--- src/design/assert_macros.svh ---
// assertion macros shared by the sampler rtl
`ifndef ASSERT_MACROS_SVH
`define ASSERT_MACROS_SVH

// clocked check, masked while reset is applied
`define ASSERT_CLK(label, clk, rst_n, prop, msg) \
	label: assert property (@(posedge clk) disable iff (!rst_n) prop) else $error(msg);

// implication shorthand on the same clock edge
`define ASSERT_IMPLY(label, clk, rst_n, pre, post, msg) \
	label: assert property (@(posedge clk) disable iff (!rst_n) (pre) |-> (post)) else $error(msg);

`endif

--- src/design/bts_pkg.sv ---
// types and constants shared by the texture sampler modules
package bts_pkg;

	localparam int CFG_DATA_W  = 9;
	localparam int CFG_INDEX_W = 3;
	localparam int CHAN_W      = 16;
	localparam int TEXEL_W     = 3 * CHAN_W;
	localparam int STORE_AW    = 16;
	localparam int STORE_DEPTH = 1 << STORE_AW;
	localparam int COORD_W     = 32;

	localparam logic OP_WRITE  = 1'b0;
	localparam logic OP_SAMPLE = 1'b1;

	localparam logic WRAP_REPEAT = 1'b0;
	localparam logic WRAP_CLAMP  = 1'b1;

	localparam logic FILTER_NEAREST  = 1'b0;
	localparam logic FILTER_BILINEAR = 1'b1;

	typedef enum logic [CFG_INDEX_W-1:0] {
		CFG_TEX_WIDTH   = 3'd0,
		CFG_TEX_HEIGHT  = 3'd1,
		CFG_WRAP_MODE_U = 3'd2,
		CFG_WRAP_MODE_V = 3'd3,
		CFG_FILTER_MODE = 3'd4
	} cfg_index_t;

	typedef struct packed {
		logic                      opcode;
		logic [STORE_AW-1:0]       texel_address;
		logic [CHAN_W-1:0]         red_in;
		logic [CHAN_W-1:0]         green_in;
		logic [CHAN_W-1:0]         blue_in;
		logic signed [COORD_W-1:0] u_coord;
		logic signed [COORD_W-1:0] v_coord;
	} in_item_t;

	typedef struct packed {
		logic [CHAN_W-1:0] red_out;
		logic [CHAN_W-1:0] green_out;
		logic [CHAN_W-1:0] blue_out;
	} out_item_t;

	typedef struct packed {
		logic [CFG_DATA_W-1:0] tex_width;
		logic [CFG_DATA_W-1:0] tex_height;
		logic                  wrap_mode_u;
		logic                  wrap_mode_v;
		logic                  filter_mode;
	} cfg_t;

endpackage

--- src/design/bts_front.sv ---
// front end: packs requests and wraps the coordinates
module bts_front #(
	parameter int COORD_FRAC_BITS = 16
) (
	input  bts_pkg::in_item_t                  request,
	input  bts_pkg::cfg_t                      cfg,
	output logic [2*(COORD_FRAC_BITS+1)+bts_pkg::TEXEL_W+bts_pkg::STORE_AW:0] mid_data
);
	localparam int FB = COORD_FRAC_BITS;
	localparam int WW = FB + 1;

	logic [WW-1:0] wu;
	logic [WW-1:0] wv;

	function automatic logic [WW-1:0] wrap(input logic [bts_pkg::COORD_W-1:0] raw,
		input logic mode);
		logic [WW-1:0] res;
		if (mode == bts_pkg::WRAP_REPEAT) begin
			res = {1'b0, raw[FB-1:0]};
		end else if (raw[bts_pkg::COORD_W-1]) begin
			res = '0;
		end else if (raw > (bts_pkg::COORD_W'(1) << FB)) begin
			res = WW'(1) << FB;
		end else begin
			res = raw[WW-1:0];
		end
		return res;
	endfunction

	assign wu = wrap(request.u_coord, cfg.wrap_mode_u);
	assign wv = wrap(request.v_coord, cfg.wrap_mode_v);

	assign mid_data = {request.opcode, request.texel_address, request.red_in,
		request.green_in, request.blue_in, wu, wv};

endmodule

--- config.mk ---
export PLATFORM = sky130hd
export DESIGN_NAME = bts_front
export DESIGN_NICKNAME = d
export VERILOG_FILES = /design/src/design/assert_macros.svh /design/src/design/bts_pkg.sv /design/src/design/bts_front.sv
export SDC_FILE = /design/constraint.sdc
export NUM_CORES = 1
export LEC_CHECK = 0
export BUFFER_PORTS_ARGS = -buffer_cell sky130_fd_sc_hd__buf_2
export CAP_MARGIN = 5
export CORE_AREA = 2 2 97 99
export DETAILED_ROUTE_END_ITERATION = 7
export DIE_AREA = 0 0 99 101
export PLACE_DENSITY_LB_ADDON = 0.3
export SLEW_MARGIN = 25
export SYNTH_ARGS = -nofsm -noshare
export SYNTH_HDL_FRONTEND = slang
export SYNTH_SLANG_ARGS = --single-unit
--- constraint.sdc ---
create_clock -name vclk -period 1.8
set_input_delay 0.18 -clock vclk [all_inputs]
set_output_delay 0.18 -clock vclk [all_outputs]
set_load 0.01 [all_outputs]
# Yosys cells after proc, flatten, opt, wreduce, memory -nomap -nowiden
# Cells that the tools add are included.
# Widths: inputs -> output; s select.
# word_totals
regBits,0
in_bits,150
output_inout_bits,99
elab_cells,8
# classes
n_lt_le_gt_ge,2
n_mux,6
# ops
operator,n
$mux 17,6
$gt 32x17->1 const B,2

# Longest topological paths before layout
# Gate-level depths: netlist of run 1.
# logic_depth
depth_word,4
mapped_depth,5
ltp_nobuf,4

# Worst setup path before layout of run 1
# No wires, ideal clock.
# synth_timing
path_type,input to output
startpoint,input port request[25] (netlist name)
endpoint,output port mid_data[10] (netlist name)
arrival_time_ns,1.551
path_slack_ns,0.069
cell_stages,5
n_path_buf,1
path_cell_list,or4_4 -> o41ai_4 -> buf_6 -> nand2_1 -> nor2_2
# synth_via
elab_chain_len,4
# synth_lines
element,line,source
from (decl),bts_front.sv:5,"input bts_pkg::in_item_t request,"
$gt 32x17->1,bts_front.sv:22,end else if (raw > (bts_pkg::COORD_W'(1) << FB)) begin
$mux 17,bts_front.sv:22,
$mux 17,bts_front.sv:20,end else if (raw[bts_pkg::COORD_W-1]) begin
$mux 17,bts_front.sv:18,if (mode == bts_pkg::WRAP_REPEAT) begin
to (decl),bts_front.sv:7,output logic [2*(COORD_FRAC_BITS+1)+bts_pkg::TEXEL_W+bts_pkg::STORE_AW:0] mid_data
# Every way passes these cells.

# Worst setup path in the final report of run 1
# layout_timing
startpoint,input port request[28] (netlist name)
endpoint,output port mid_data[5] (netlist name)
# The elaborated chain is that of the path after synthesis.

==> results.md, run 1 <==
* I/O Buffers at 100
* Layout net count at 356
* CP peak stage delay at 0.54 ns
* Avg Cell Area, Syn at 6.49 sq um
* Crit-path cells: buf_6 -> or4_4 -> o41ai_4 -> buf_4 -> clkbuf_16 -> nand2_1 -> nor2_1 -> buf_2
* DR DRC count at 0
* Pint at 0.138 mW
* Chip height at 101 microns
* CP bufs+invs at 4
* Hold path startpoint: request[70]
* Top cells by area in the synthesized netlist: buf_4, nor2_2, nand2_1, nor2_1, o41ai_4
* Failing checks: setup timing
* Setup CP Type: input pin to output port
* Leakage power at 0.731 nW
* Crit path from: request[28]
* Slew @ Worst Pin at 0.418 ns
* Vias in the first global route at 1075
* Total Wirelength at 3370 microns
* Cells on Worst Hold Path at 0
* Final core occ at 14.9%
* Final count of hold timing violations at 0
* Sw Pwr at 0.131 mW
* Seq/Total Area, Yosys at 0%
* Req. time, crit path at 1.62 ns
* PwrDens at 201 nW/um^2
* Status: finished, violations left
* Worst Path Max Fanout at 8
* Ant diodes at 0
* Number of sequential cells at 0
* Die ar. at 10000 sq um
* Global Route met1 Usage at 5.50%
* Critical-path top delay cell: or4_4
* Logic pwr share at 100.0%
* Post-Syn Area at 1080 sq um
* Dpl ws at -0.0598 ns
* Num ports at 249
* CP arrival at 1.73 ns
* Unrepaired setup endpoints after global routing: yes
* Initial antenna violation count at 0
* Area of the multi-input gates at 568 sq um
* Final TNS setup at -1.89 ns
* First DRT Iteration DRCs at 19
* DR vias at 1123
* Max-Cap Viols at 0
* First-pass GRT wire length at 4820 microns
* Critical path endpoint category: output port
* Final period utilization at 106%
* Commonest cells in the netlist: buf_4, nand2_1, nor2_1, nor2_2, nor4_1
* Register share of total power at 0%
* Area added between synthesis and finish at 23.7%
* Power consumption at 0.269 mW
* Wire per inst at 10.7 microns
* Vias per cell at 3.57
* Row count at 35
* Yosys top cell area share at 45.0%
* Clock buf count at 0
* Min cycle time layout at 1.91 ns
* Crit-path leading delay family: simple AND/OR/NAND/NOR gates
* Syn Inst Count at 167
* Largest net degree at the start of global routing at 17
* Grt ovf at 0
* F_max at 522 MHz
* Die X at 99 microns
* CORE AREA at 8980 sq um
* First-pass iteration count of the detailed router at 3
* Layout cells sized above 1 at 68.1%
* Initial core utilization at 12.1%
* Met2 Resource Use GR at 10.8%
* Startpoint types: input pin
* Slew headroom at 72.1%
* GR peak layer: met2
* Post-DP HPWL at 3020 microns
* Switch share at 48.6%
* Placer Congestion at 0.702
* Post-route worst setup slack at -0.115 ns
* Warnings from Yosys at 0
* Yosys top cell by area: buf_4
* Gr usage total at 5.74%
* Final Slew Violations at 0
* Post-synthesis net count at 317
* Yosys cell types at 16
* Routing usage on met3 at 1.18%
* Clock power share at 0%
* Max VDD drop at 48.9 uV
* Reg area at 0 sq um
* Remaining antenna violation count at 0
* Final setup vio count at 32
* Filler cell count at 1059
* HP Class: input pin to output port
* Most frequent cell after synthesis: buf_4
* Hold path endpoint: mid_data[40]
* Post-cts hold buffer count at 0
==> layout make-up <==
class	count	area share, %
inverter	2	0.560
timing repair buffer	106	46.7
multi-input combinational	96	42.4
tap	111	10.4
==> timing repair <==
item	CTS	global route
gates resized for setup	0	6
setup endpoints to repair	32	32
buffers inserted	0	1
gates cloned	0	1
pin swaps	1	3
==> metrics by stage <==
stage	instances	instance area (sq um)	hold WS (ns)
after detailed placement	313	1280	0.360
after global placement	313	1280	0.360
after global routing	315	1340	0.360
after floorplan	167	1080	0.406
after CTS	313	1280	0.360
final	315	1340	0.360
==> power by group through the flow <==
stage	sequential (mW)	combinational, mW	clock, mW
3_3_place_gp	0	0.258	0
2_1_floorplan	0	0.262	0
3_5_place_dp	0	0.259	0
6_report	0	0.269	0
4_1_cts	0	0.260	0
5_1_grt	0	0.300	0
==> metal layers <==
| layer | up-vias | routed length, microns |
|---|---|---|
| met1 | 467 | 1060 |
| met3 | 26 | 397 |
| met5 | - | 0 |
| met4 | 0 | 208 |
| met2 | 78 | 1700 |
| li1 | 552 | - |
==> logic make-up (layout without fill, tap and decap cells) <==
kind of cell,count (synthesis),after routing,synth area share [%]
compound gates,6,6,9.01
buf+inv,71,108,48.7
simple gates,90,90,42.3
==> worst max-delay path by stage <==
stage,cells past startpoint,slack (ns),to
CTS,7,-0.06,mid_data[21]
global placement,7,-0.07,mid_data[1]
floorplan,5,0.07,mid_data[10]
detailed placement,7,-0.06,mid_data[5]
finish,8,-0.11,mid_data[5]
global route,8,-0.17,mid_data[5]
==> placed cells by master, fill, tap and decap left out <==
cell,synthesis,final
a211oi_2,2,2
a311oi_1,2,2
and4_1,2,2
buf_12,0,4
buf_2,2,98
buf_4,65,1
buf_6,2,2
clkbuf_16,0,1
inv_1,2,2
nand2_1,32,29
nand2_2,0,2
nand2_4,0,1
nor2_1,20,20
nor2_2,20,20
nor3_1,2,2
nor4_1,6,6
o41ai_4,2,2
or2_2,2,2
or4_1,2,2
or4_4,4,4
Note: power is estimated with default switching activity, not from simulation.
==> run 2: changes to the inputs <==
Settings changed: SETUP_SLACK_MARGIN from default to 0.4.
==> results.md, run 2 (same netlist as run 1, synthesis figures left out) <==
* Status: finished, violations left (unchanged)
* Failing checks: setup timing (unchanged)
* Grt ovf at 0 (unchanged)
* PwrDens at 201 nW/um^2 (about the same)
* Max-Cap Viols at 0 (unchanged)
* Slew headroom at 65.5% (was 72.1%)
* Placer Congestion at 0.740 (was 0.702)
* CP peak stage delay at 0.54 ns (about the same)
* Remaining antenna violation count at 0 (unchanged)
* Unrepaired setup endpoints after global routing: yes (unchanged)
* Slew @ Worst Pin at 0.517 ns (was 0.418 ns)
* Gr usage total at 5.43% (was 5.74%)
* CORE AREA at 8980 sq um (unchanged)
* Vias per cell at 3.59 (was 3.57)
* Vias in the first global route at 1000 (was 1075)
* Non-Filler Cell Area, Final at 1330 sq um (was 1340 sq um)
* First-pass GRT wire length at 4600 microns (was 4820 microns)
* Layout net count at 355 (was 356)
* Final Slew Violations at 0 (unchanged)
* Register share of total power at 0% (about the same)
* Min cycle time layout at 1.84 ns (was 1.91 ns)
* Switch share at 50.1% (was 48.6%)
* Power consumption at 0.267 mW (was 0.269 mW)
* Worst Path Max Fanout at 16 (was 8)
* Clock buf count at 0 (unchanged)
* Setup Buffers After CTS at 0 (unchanged)
* Wire per inst at 9.89 microns (was 10.7 microns)
* I/O Buffers at 100 (unchanged)
* Clock power share at 0% (about the same)
* Area after DPL at 1320 sq um (was 1280 sq um)
* Final setup vio count at 32 (unchanged)
* Startpoint types: input pin (unchanged)
* First-pass iteration count of the detailed router at 4 (was 3)
* Ant diodes at 0 (unchanged)
* DR DRC count at 0 (unchanged)
* Sw Pwr at 0.134 mW (was 0.131 mW)
* F_max at 542 MHz (was 522 MHz)
* Area added between synthesis and finish at 22.7% (was 23.7%)
* Setup CP Type: input pin to output port (unchanged)
* Total Wirelength at 3100 microns (was 3370 microns)
* Critical path's most frequent cell: buf_2
* Critical path endpoint category: output port (unchanged)
* DR vias at 1126 (was 1123)
* Die ar. at 10000 sq um (unchanged)
* Num ports at 249 (unchanged)
* Most common cell after layout, fill and taps aside: buf_2 (unchanged)
* CP bufs+invs at 3 (was 4)
* Crit-path cells: buf_2 -> or4_4 -> o41ai_4 -> buf_12 -> nand2_1 -> nor2_2 -> buf_2 (was buf_6 -> or4_4 -> o41ai_4 -> buf_4 -> clkbuf_16 -> nand2_1 -> nor2_1 -> buf_2)
* Post-cts hold buffer count at 0 (unchanged)
* Crit-path leading delay family: simple AND/OR/NAND/NOR gates (unchanged)
* Req. time, crit path at 1.62 ns (about the same)
* Pint at 0.133 mW (was 0.138 mW)
* HP Class: input pin to output port (unchanged)
* First DRT Iteration DRCs at 21 (was 19)
* Layout cells sized above 1 at 73.9% (was 68.1%)
* Initial antenna violation count at 0 (unchanged)
* Initial core utilization at 12.1% (unchanged)
* Reg area at 0 sq um (unchanged)
* Die X at 99 microns (unchanged)
* CP arrival at 1.66 ns (was 1.73 ns)
* Post-route worst setup slack at -0.0445 ns (was -0.115 ns)
* Leakage power at 0.710 nW (was 0.731 nW)
* Max VDD drop at 62.9 uV (was 48.9 uV)
* Critical-path top delay cell: or4_4 (unchanged)
* Largest net degree at the start of global routing at 17 (unchanged)
* Final period utilization at 102% (was 106%)
* Chip height at 101 microns (unchanged)
* Number of sequential cells at 0 (unchanged)
* Logic pwr share at 100.0% (about the same)
* Commonest non-fill, non-tap cells in the layout: buf_2, nor2_2, nand2_1 (was buf_2, nand2_1, nor2_1, nor2_2, nor4_1)
* Final count of hold timing violations at 0 (unchanged)
* Post-DP HPWL at 2790 microns (was 3020 microns)
* Row count at 35 (unchanged)
-- run 2: area by class of cell --
| type | instances | area [sq um] |
|---|---|---|
| fillers | 1031 | 7650 |
| multi-input cells | 96 | 596 |
| repair buffers | 105 | 588 |
| well taps | 111 | 139 |
| inverters | 2 | 7.51 |
-- run 2: power groups by stage --
stage / clock, mW / combinational, mW / sequential, mW
6_report: 0 / 0.267 / 0
5_1_grt: 0 / 0.296 / 0
4_1_cts: 0 / 0.270 / 0
3_5_place_dp: 0 / 0.268 / 0
3_3_place_gp: 0 / 0.268 / 0
2_1_floorplan: 0 / 0.270 / 0
-- run 2: layer usage --
metal | global-route usage [%] | share of wire, %
met2 | 9.93 | 49
met4 | 4.21 | 7.3
met5 | 0 | 0
met3 | 1.11 | 11
met1 | 5.33 | 32
-- run 2: metrics by stage --
| stage | instances | utilization [%] | setup TNS (ns) | setup WS (ns) | hold WS [ns] |
|---|---|---|---|---|---|
| final | 314 | 14.8 | -1.07 | -0.0445 | 0.360 |
| after floorplan | 167 | - | 0 | 0.0691 | 0.406 |
| after global placement | 314 | 14.7 | -1.64 | -0.0662 | 0.360 |
| after detailed placement | 314 | 14.7 | -1.53 | -0.0711 | 0.360 |
| after CTS | 314 | 14.7 | -1.56 | -0.0713 | 0.360 |
| after global routing | 314 | 14.8 | -3.27 | -0.133 | 0.360 |
-- run 2: path summary, 6_finish.rpt --
path | start | to | slack, ns | cells after the start
worst max-delay path | request[28] | mid_data[10] | -0.04 | 7
worst min-delay path | request[70] | mid_data[40] | 0.36 | 0
-- run 2: repair_timing --
item	in CTS	in global routing
resized for setup	1	2
endpoints found under the hold margin	0	0
endpoints found under the setup margin	34	34
pin swaps	0	1
