[config.mk]
export PLATFORM = sky130hd
export DESIGN_NAME = bts_fifo
export DESIGN_NICKNAME = d
export VERILOG_FILES = /design/src/design/assert_macros.svh /design/src/design/bts_fifo.sv
export SDC_FILE = /design/constraint.sdc
export NUM_CORES = 1
export LEC_CHECK = 0
export ABC_CLOCK_PERIOD_IN_PS = 3490
export BUFFER_PORTS_ARGS = -buffer_cell sky130_fd_sc_hd__clkbuf_2
export CAP_MARGIN = 20
export CORE_ASPECT_RATIO = 0.7
export CORE_MARGIN = 3
export CORE_UTILIZATION = 49
export CTS_BUF_LIST = sky130_fd_sc_hd__clkbuf_4 sky130_fd_sc_hd__clkbuf_8
export DETAILED_ROUTE_END_ITERATION = 8
export PLACE_DENSITY = 0.7
export SKIP_CTS_REPAIR_TIMING = 1
export SYNTH_ARGS = -nofsm -noshare
export SYNTH_HDL_FRONTEND = slang
export SYNTH_SLANG_ARGS = --single-unit
[constraint.sdc]
create_clock -name clk -period 3.49 [get_ports clk]
set_input_delay 0.349 -clock clk [delete_from_list [all_inputs] [get_ports clk]]
set_output_delay 0.349 -clock clk [all_outputs]
set_load 0.01 [all_outputs]
[src/design/assert_macros.svh]
// assertion macros shared by the sampler rtl
`ifndef ASSERT_MACROS_SVH
`define ASSERT_MACROS_SVH

// clocked check, masked while reset is applied
`define ASSERT_CLK(label, clk, rst_n, prop, msg) \
	label: assert property (@(posedge clk) disable iff (!rst_n) prop) else $error(msg);

// implication shorthand on the same clock edge
`define ASSERT_IMPLY(label, clk, rst_n, pre, post, msg) \
	label: assert property (@(posedge clk) disable iff (!rst_n) (pre) |-> (post)) else $error(msg);

`endif

[src/design/bts_fifo.sv]
// small register queue with occupancy count
module bts_fifo #(
	parameter int W     = 8,
	parameter int DEPTH = 4
) (
	input  logic                         clk,
	input  logic                         arst_n,
	input  logic                         push,
	input  logic [W-1:0]                 wdata,
	input  logic                         pop,
	output logic [W-1:0]                 rdata,
	output logic                         full,
	output logic                         empty,
	output logic [$clog2(DEPTH+1)-1:0]   count
);
	localparam int AW = $clog2(DEPTH);
	localparam int CW = $clog2(DEPTH+1);

	logic [W-1:0]    mem_q [DEPTH];
	logic [AW-1:0]   wr_ptr_q;
	logic [AW-1:0]   rd_ptr_q;
	logic [CW-1:0]   count_q;
	logic            do_push;
	logic            do_pop;

	assign full    = (count_q == CW'(DEPTH));
	assign empty   = (count_q == '0);
	assign count   = count_q;
	assign rdata   = mem_q[rd_ptr_q];
	assign do_push = push && !full;
	assign do_pop  = pop && !empty;

	always_ff @(posedge clk or negedge arst_n) begin
		if (!arst_n) begin
			wr_ptr_q <= '0;
			rd_ptr_q <= '0;
			count_q  <= '0;
		end else begin
			if (do_push) begin
				wr_ptr_q <= (wr_ptr_q == AW'(DEPTH-1)) ? '0 : wr_ptr_q + AW'(1);
			end
			if (do_pop) begin
				rd_ptr_q <= (rd_ptr_q == AW'(DEPTH-1)) ? '0 : rd_ptr_q + AW'(1);
			end
			case ({do_push, do_pop})
				2'b10: count_q <= count_q + CW'(1);
				2'b01: count_q <= count_q - CW'(1);
				default: count_q <= count_q;
			endcase
		end
	end

	always_ff @(posedge clk) begin
		if (do_push) begin
			mem_q[wr_ptr_q] <= wdata;
		end
	end

endmodule

======== Yosys cells after proc, flatten, opt, wreduce, memory -nomap -nowiden ========
Memory sizes are Yosys's and may differ from the RTL's.
Cells that the tools add are included.
operators by class
  add/sub/neg operators ................... 4
  multiply operators ...................... 0
  div/mod/pow operators ................... 0
  order comparisons ....................... 0
  equal/unequal tests ..................... 5
  shifts and indexed selects .............. 0
  mux-type cells .......................... 5
  bitwise operators ....................... 0
  reduce and logical (&&, ||, !) cells .... 6
operator list
  cell                   number
  $eq A2 B2 Y1 const B   3
  $pmux W3 S2            1
  $add A2 B1 Y2 const B  2
  $mux W2                2
  $add A3 B1 Y3 const B  1
  $eq A3 B3 Y1 const B   1
  $logic_not A3 Y1       1
  $sub A3 B1 Y3 const B  1
  $eq A2 B1 Y1 const B   1
  $logic_and A1 B1 Y1    2
  $logic_not A1 Y1       2
  $mux W1                2
  $reduce_bool A2 Y1     1
word-level totals
  register bits ........................... 7
  latch bits .............................. 0
  bits in writable memories ............... 32
  bits in read-only memories .............. 0
  input port bits ......................... 12
  output and inout bits ................... 13
  word-level logic and storage cells ...... 24
  memories kept ........................... 1
memory list
  memory  depth  bits a word  rd ports  clocked after memory_dff  write ports  line            RTL
  mem_q   4      8            1         0                         1            bts_fifo.sv:19  logic [W-1:0] mem_q [DEPTH];

======== Logic depth before layout (Yosys ltp) ========
Gate-level depths: netlist of run 1.
  depth after elaboration ................. 5
  depth in mapped cells ................... 9
  gate-level depth less buffers ........... 9

======== Worst setup path after synthesis of run 1 ========
Ideal clock, no wire load.
  path kind ............................... register -> register
  start ................................... register count_q[0], in the netlist count[0]
  end ..................................... register count_q[2], in the netlist count[2]
  setup time .............................. 0.079 ns
  arrival ................................. 2.045 ns
  required time ........................... 3.411 ns
  path slack .............................. 1.365 ns
  cell stages (with the launch flop) ...... 10
  path buffers ............................ 0
  period minus slack after synthesis ...... 2.125 ns
  path through ............................ dfrtp_1 or3b_4 and2_4 inv_1 ha_1 inv_1 fa_1 xor2_1 nor2_1 xor2_1
on the way
  cells in the longest elaborated chain, start to end .. 5
  elaborated cells between the ends (all ways) .. 12
  those cells by class .................... add/sub (2); eq/ne (3); mux (1); reduce/logical (6)
ends and longest elaborated chain
  what                                               line                            RTL
  start, declared                                    bts_fifo.sv:22                  logic [CW-1:0] count_q;
  start signal, assigned                             bts_fifo.sv:46                  2'b10: count_q <= count_q + CW'(1);
  start signal, assigned                             bts_fifo.sv:47                  2'b01: count_q <= count_q - CW'(1);
  start signal, assigned                             bts_fifo.sv:48                  default: count_q <= count_q;
  $eq A3 B3 Y1 or $logic_not A3 Y1 (tied branches)   bts_fifo.sv:26, bts_fifo.sv:27
  $logic_not A1 Y1 (on tied branches)                bts_fifo.sv:30, bts_fifo.sv:31
  $logic_and A1 B1 Y1 (on tied branches)             bts_fifo.sv:30, bts_fifo.sv:31
  $eq A2 B1 Y1 or $eq A2 B2 Y1 (tied branches)       bts_fifo.sv:45                  case ({do_push, do_pop})
  $pmux W3 S2 or $reduce_bool A2 Y1 (tied branches)  --
Parallel ways exist; a longest one is shown, timed or not.
A chain may end at the register's enable or synchronous reset.

======== Worst setup path after layout of run 1 ========
Ends and elaborated chain as after synthesis.

==> results.cfg, run 1 <==
[outcome]
outcome = finished, final reports clean

[worst_setup_path]
timing.reg2reg.setup_slack_ps = 1280
r2r_end = count[2]$_DFFE_PN0P_
r2r_start = count[0]$_DFFE_PN0P_
cp_max_fo = 6
end_kind = flop
crit_end = count[2]$_DFFE_PN0P_
path_cells = or3b_4, and2_4, inv_1, ha_1, inv_1, fa_1, xor2_1, nor2_1, xor2_1
worstPathArrival_ps = 2420
cp-start-kind = flop
critPathMaxStageDelay_ps = 450
reg2reg_depth = 9
startpoint = count[0]$_DFFE_PN0P_
crit_required_ps = 3700
crit_slowest_cell = or3b_4
crit_type = flop to flop

[layout]
stdcell_area_mm2 = 0.00191
layout.nets = 132
syn2layout_area_growth_pct = 18.8
fin_util = 0.646
n_antenna_cell = 0
instances_no_fill = 150
drive_gt1_frac = 0.439

[placed_design]
dp_cells = 141
dpl.hpwl_mm = 1.76
place_area_mm2 = 0.00177
gp_routability_congestion = 0.741
port_buffers = 24

[floorplanning]
die_height_um = 54.0
ios = 25
start_util = 0.544
die_area_mm2 = 0.00402
num_rows = 16
die_w_um = 74.5
core_mm2 = 0.00296

[synth]
yosysTopAreaCell = edfxtp_1
synthTopCellsByArea = edfxtp_1 (60%), mux4_2 (11%), dfrtp_1 (11%), ha_1 (4.7%), and3_2 (1.9%)
netlist_area_mm2 = 0.00161
ys_ff_latch = 39
synthDistinctLibCells = 19
synth_nets = 102
ys_warn_count = 0
syn_avg_cell_area_um2 = 19.4
ys_seq_area_frac = 0.705
yosys.area.top_type_share = 0.596
netlist_instances = 83

[timing]
hold_viol = 0
fin_tns_setup_ps = 0
slew_viol_final = 0
fin_crit_sh = 0.634
setup_viol = 0
fin_skew_ps = 6.53
period_minus_slack_ps = 2210
max_freq_mhz = 452
max_slew_margin = 0.602
worstMarginPinSlew_ps = 596
rsz0062_at_grt = false

[hold_path]
hold_path_depth = 1
hp-class = input pin to flop

[cts]
cts-root-buf = clkbuf_8
clkSinkCount = 39
htreeDepth = 2
clk_latency_ps = 280
cts_tree = done
cts.clk_slew.worst_paths_ps = 70
clockBufferDepth = 2
cts_made_buffers = 5

[power]
cellLeakagePower_nw = 0.777
ir_worst_vdd_mv = 0.391
finalPower_w = 0.00168
power_density_mw_per_mm2 = 879

[detailed_routing]
drt.antenna.violating_nets = 0
drt-initial-drc-count = 32
vias = 775
drt_pass1_iterations = 3
wl_mm = 2.49
drc = 0
drt-wirelength-per-cell_um = 16.6
vias_per_cell = 5.17

[global_route]
overflow = 0
grt_pass1_wl_mm = 4.00
grt_pass1_vias = 877
grt_usage = 0.150
grt_max_degree = 13
antenna_found_initial = 0

[run]
drv_cap = 0
-- routing by layer --
layer	vias up	global-route usage	wire, um
met1	375	0.165	1050
met3	7	0.0634	138
met2	20	0.242	1240
li1	373	-	-
met5	-	0	0
met4	0	0.0976	62
-- sequential cells by signal, indices dropped and copies added (netlist names) --
| name | flops |
|---|---|
| mem_q | 32 |
| count | 3 |
| rd_ptr_q | 2 |
| wr_ptr_q | 2 |
-- where the power goes --
group	leakage, nW	internal (W)	switching (W)
Clock	0.0688	0.000293	0.000146
Combinational	0.333	0.000276	0.000235
Sequential	0.375	0.000630	0.000103
-- worst max-delay path, delay by kind of cell, from the launching register on --
family / cells / cell delay, ps
AND/OR/NAND/NOR: 3 / 750
adder cells (fa/ha/maj): 2 / 540
flip-flops: 1 / 430
XOR/XNOR: 2 / 310
buffers and inverters: 2 / 120
-- logic make-up (layout without fill, tap and decap cells) --
group / count (synthesis) / after routing / synth area share
DFF: 39 / 39 / 0.705
muxes: 13 / 13 / 0.151
and+or+nand+nor: 11 / 11 / 0.0450
buffers and inverters: 10 / 41 / 0.0241
adders and majority gates: 7 / 7 / 0.0590
xor gates and xnor gates: 3 / 3 / 0.0163
-- layout by cell type, fill, tap and decap left out --
cell type	instances
and2_4	1
or3b_4	1
ha_1	6
and3_2	4
xor2_1	2
clkbuf_8	5
edfxtp_1	32
xnor2_1	1
nor2_1	3
mux2i_1	1
mux4_2	8
bufinv_16	2
clkbuf_4	1
fa_1	1
dlygate4sd3_1	1
nand2b_1	1
mux2_2	2
nor3_1	1
dfrtp_1	7
inv_1	8
mux2_4	2
clkbuf_2	24
-- area by class of cell --
| cell class | instances | area, um^2 |
|---|---|---|
| well taps | 36 | 45.0 |
| repair buffers | 25 | 130 |
| fillers | 219 | 1050 |
| clock buffers | 6 | 76.3 |
| flip-flops and latches | 39 | 1140 |
| inverters | 8 | 30.0 |
| clock inverters | 2 | 60.1 |
| multi-input cells | 34 | 437 |
-- metrics by stage --
step / setup WS [ps] / hold WS (ps)
after CTS: 1270 / -113
final: 1280 / 285
after floorplan: 1370 / 53.4
after global routing: 1110 / 284
after detailed placement: 1280 / 194
after global placement: 1350 / 192
-- worst min path at each step --
stage | from | endpoint | slack [ps]
2_1_floorplan | arst_n | count[0]$_DFFE_PN0P_ | 50
3_3_place_gp | arst_n | count[1]$_DFFE_PN0P_ | 190
3_5_place_dp | arst_n | count[0]$_DFFE_PN0P_ | 190
4_1_cts | arst_n | count[0]$_DFFE_PN0P_ | -110
5_1_grt | wdata[7] | mem_q[2][7]$_DFFE_PP_ | 280
6_report | wdata[4] | mem_q[0][4]$_DFFE_PP_ | 290
-- synthesized netlist by cell type, drive strengths merged --
cell    number
edfxtp      32
dfrtp        7
mux2         4
nor2         3
buf          2
nor3         1
xor2         2
mux4         8
and3         4
inv          8
or3b         1
nand2b       1
mux2i        1
ha           6
fa           1
and2         1
xnor2        1
(Power assumes the default switching activity.)
==> inputs of run 2 (changes only) <==
ABC_AREA = 1   (was unset)
ABC_CLOCK_PERIOD_IN_PS = 2000   (was 3490)
PLACE_DENSITY = 0.73   (was 0.7)
clock period = 2 ns   (was 3.49 ns; I/O delays follow)
==> run 2 against run 1 <==
- maximum frequency grew 23%
- design area grew 6.6%
- sequential share of layout area shrank 3.7 points
- routed wire length grew 16%
- power grew 70%
- critical endpoint unchanged
==> results.cfg, run 2 <==
[outcome]
outcome = finished, final reports clean

[synth]
yosysMostFrequentCell = nand2_1
ys_ff_latch = 39
synth_edf_count = 32
async_flop_share = 0.179
synthDistinctLibCells = 16
ys_warn_count = 0
synthTopCellsByArea = edfxtp_1 (54%), dfrtp_1 (9.9%), nand2_1 (8.0%), inv_1 (6.8%), o211ai_1 (6.3%)
netlist_area_mm2 = 0.00177
yosysTopAreaCell = edfxtp_1
ys_seq_area_frac = 0.640
yosys.area.top_type_share = 0.542
syn_avg_cell_area_um2 = 11.5
synth_nets = 173
netlist_instances = 154
synth_commonest_cells = nand2_1 (38), edfxtp_1 (32), inv_1 (32)
synth_flop_cell = edfxtp_1

[timing]
fin_ws_ps = 197
worstMarginPinSlew_ps = 324
hold_viol = 0
slew_viol_final = 0
max_freq_mhz = 555
fin_skew_ps = 3.59
whs_ps = 133
fin_tns_setup_ps = 0
period_minus_slack_ps = 1800
rsz0062_at_grt = false
fin_crit_sh = 0.902
setup_viol = 0
max_slew_margin = 0.784

[layout]
drive_gt1_frac = 0.223
largest_reg_flops = 32
multiInputGateArea_um2 = 462
final_cell_mix = nand2_1 (38), inv_1 (32), edfxtp_1 (32)
layout.nets = 206
stdcell_area_mm2 = 0.00204
register_area_mm2 = 0.00114
nFillCells = 253
n_antenna_cell = 0
final_common_cell = nand2_1
regMostFlops = mem_q
syn2layout_area_growth_pct = 15.0

[cts]
clkSinkCount = 39
cts-root-buf = clkbuf_8
cts.clk_slew.worst_paths_ps = 70
clk_latency_ps = 280
cts_tree = done
htreeDepth = 2
clockBufferDepth = 2
cts_made_buffers = 5

[detailed_routing]
wl_mm = 2.89
vias = 1117
drt_pass1_iterations = 4
vias_per_cell = 4.75
drt-initial-drc-count = 74
drc = 0
drt-wirelength-per-cell_um = 12.3
drt.antenna.violating_nets = 0

[floorplanning]
start_util = 0.538
ios = 25
die_height_um = 56.3
core_mm2 = 0.00330
num_rows = 17
die_area_mm2 = 0.00439
die_w_um = 77.9

[worst_setup_path]
worstPathArrival_ps = 1990
cp-start-kind = flop
cp_max_fo = 7
startpoint = count[1]$_DFFE_PN0P_
end_kind = flop
crit_required_ps = 2180
r2r_start = count[1]$_DFFE_PN0P_
crit_type = flop to flop

[global_route]
grt_usage = 0.146
grt_max_degree = 36
overflow = 0
grt_pass1_vias = 1085
grt_pass1_wl_mm = 4.81
antenna_found_initial = 0

[power]
ir_worst_vdd_mv = 0.776
power_density_mw_per_mm2 = 1410
cellLeakagePower_nw = 0.936

[placed_design]
port_buffers = 24
dpl.hpwl_mm = 2.05
place_area_mm2 = 0.00194
dp_slack_ps = 187
gp_routability_congestion = 0.751

[hold_path]
hold_start = wdata[0]
hp-class = input pin to flop

[run]
drv_cap = 0
-- run 2: final timing paths --
kind                            slack [ps]                     to  depth (start not counted)
worst max register to register         200   count[2]$_DFFE_PN0P_                         10
min in group asynchronous              280   count[2]$_DFFE_PN0P_                          2
worst min-delay path                   130  mem_q[0][0]$_DFFE_PP_                          1
max in group asynchronous             1550   count[1]$_DFFE_PN0P_                          2
worst max-delay path                   200   count[2]$_DFFE_PN0P_                         10
worst min register to register         500   count[0]$_DFFE_PN0P_                          1
-- run 2: critical path, stage by stage (launching register included) --
cell     delay, ps
dfrtp_1        390
inv_1          140
nand3_2        150
nand2_4        130
ha_1           170
inv_1           60
fa_1           380
nand2_1        100
nand3_1         70
nand2_1         60
nand2_1         40
-- run 2: report_power, final --
group	switching (W)	total [W]	internal (W)
registers	0.0000826	0.00117	0.00109
logic	0.000728	0.00117	0.000443
clock network	0.000252	0.000523	0.000272
total	0.00106	0.00287	0.00181
-- run 2: layout make-up --
| type | instances | area share |
|---|---|---|
| flip-flops and latches | 39 | 0.557 |
| multi-input cells | 78 | 0.226 |
| repair buffers | 31 | 0.0858 |
| inverters | 32 | 0.0589 |
| clock buffers | 7 | 0.0411 |
| well taps | 47 | 0.0288 |
| clock inverters | 1 | 0.00245 |
-- run 2: cell families after synthesis --
kind of cell / synth area share
compound gates: 0.0733
flops: 0.640
xor+xnor: 0.00494
simple gates: 0.128
fa+ha+maj: 0.0536
buf+inv: 0.0994
-- run 2: routing by layer --
| layer | up-vias | track usage | share of wire |
|---|---|---|---|
| met2 | 21 | 0.237 | 0.47 |
| met1 | 520 | 0.176 | 0.47 |
| met5 | - | 0 | 0 |
| li1 | 570 | - | - |
| met3 | 6 | 0.0593 | 0.043 |
| met4 | 0 | 0.0524 | 0.018 |
-- run 2: per-stage QoR --
stage / power, W / util / instances
finish: 0.00287 / 0.619 / 235
global route: 0.00310 / 0.619 / 235
CTS: 0.00289 / 0.616 / 234
detailed placement: 0.00237 / 0.589 / 226
global placement: 0.00232 / 0.589 / 226
floorplan: 0.00205 / - / 154
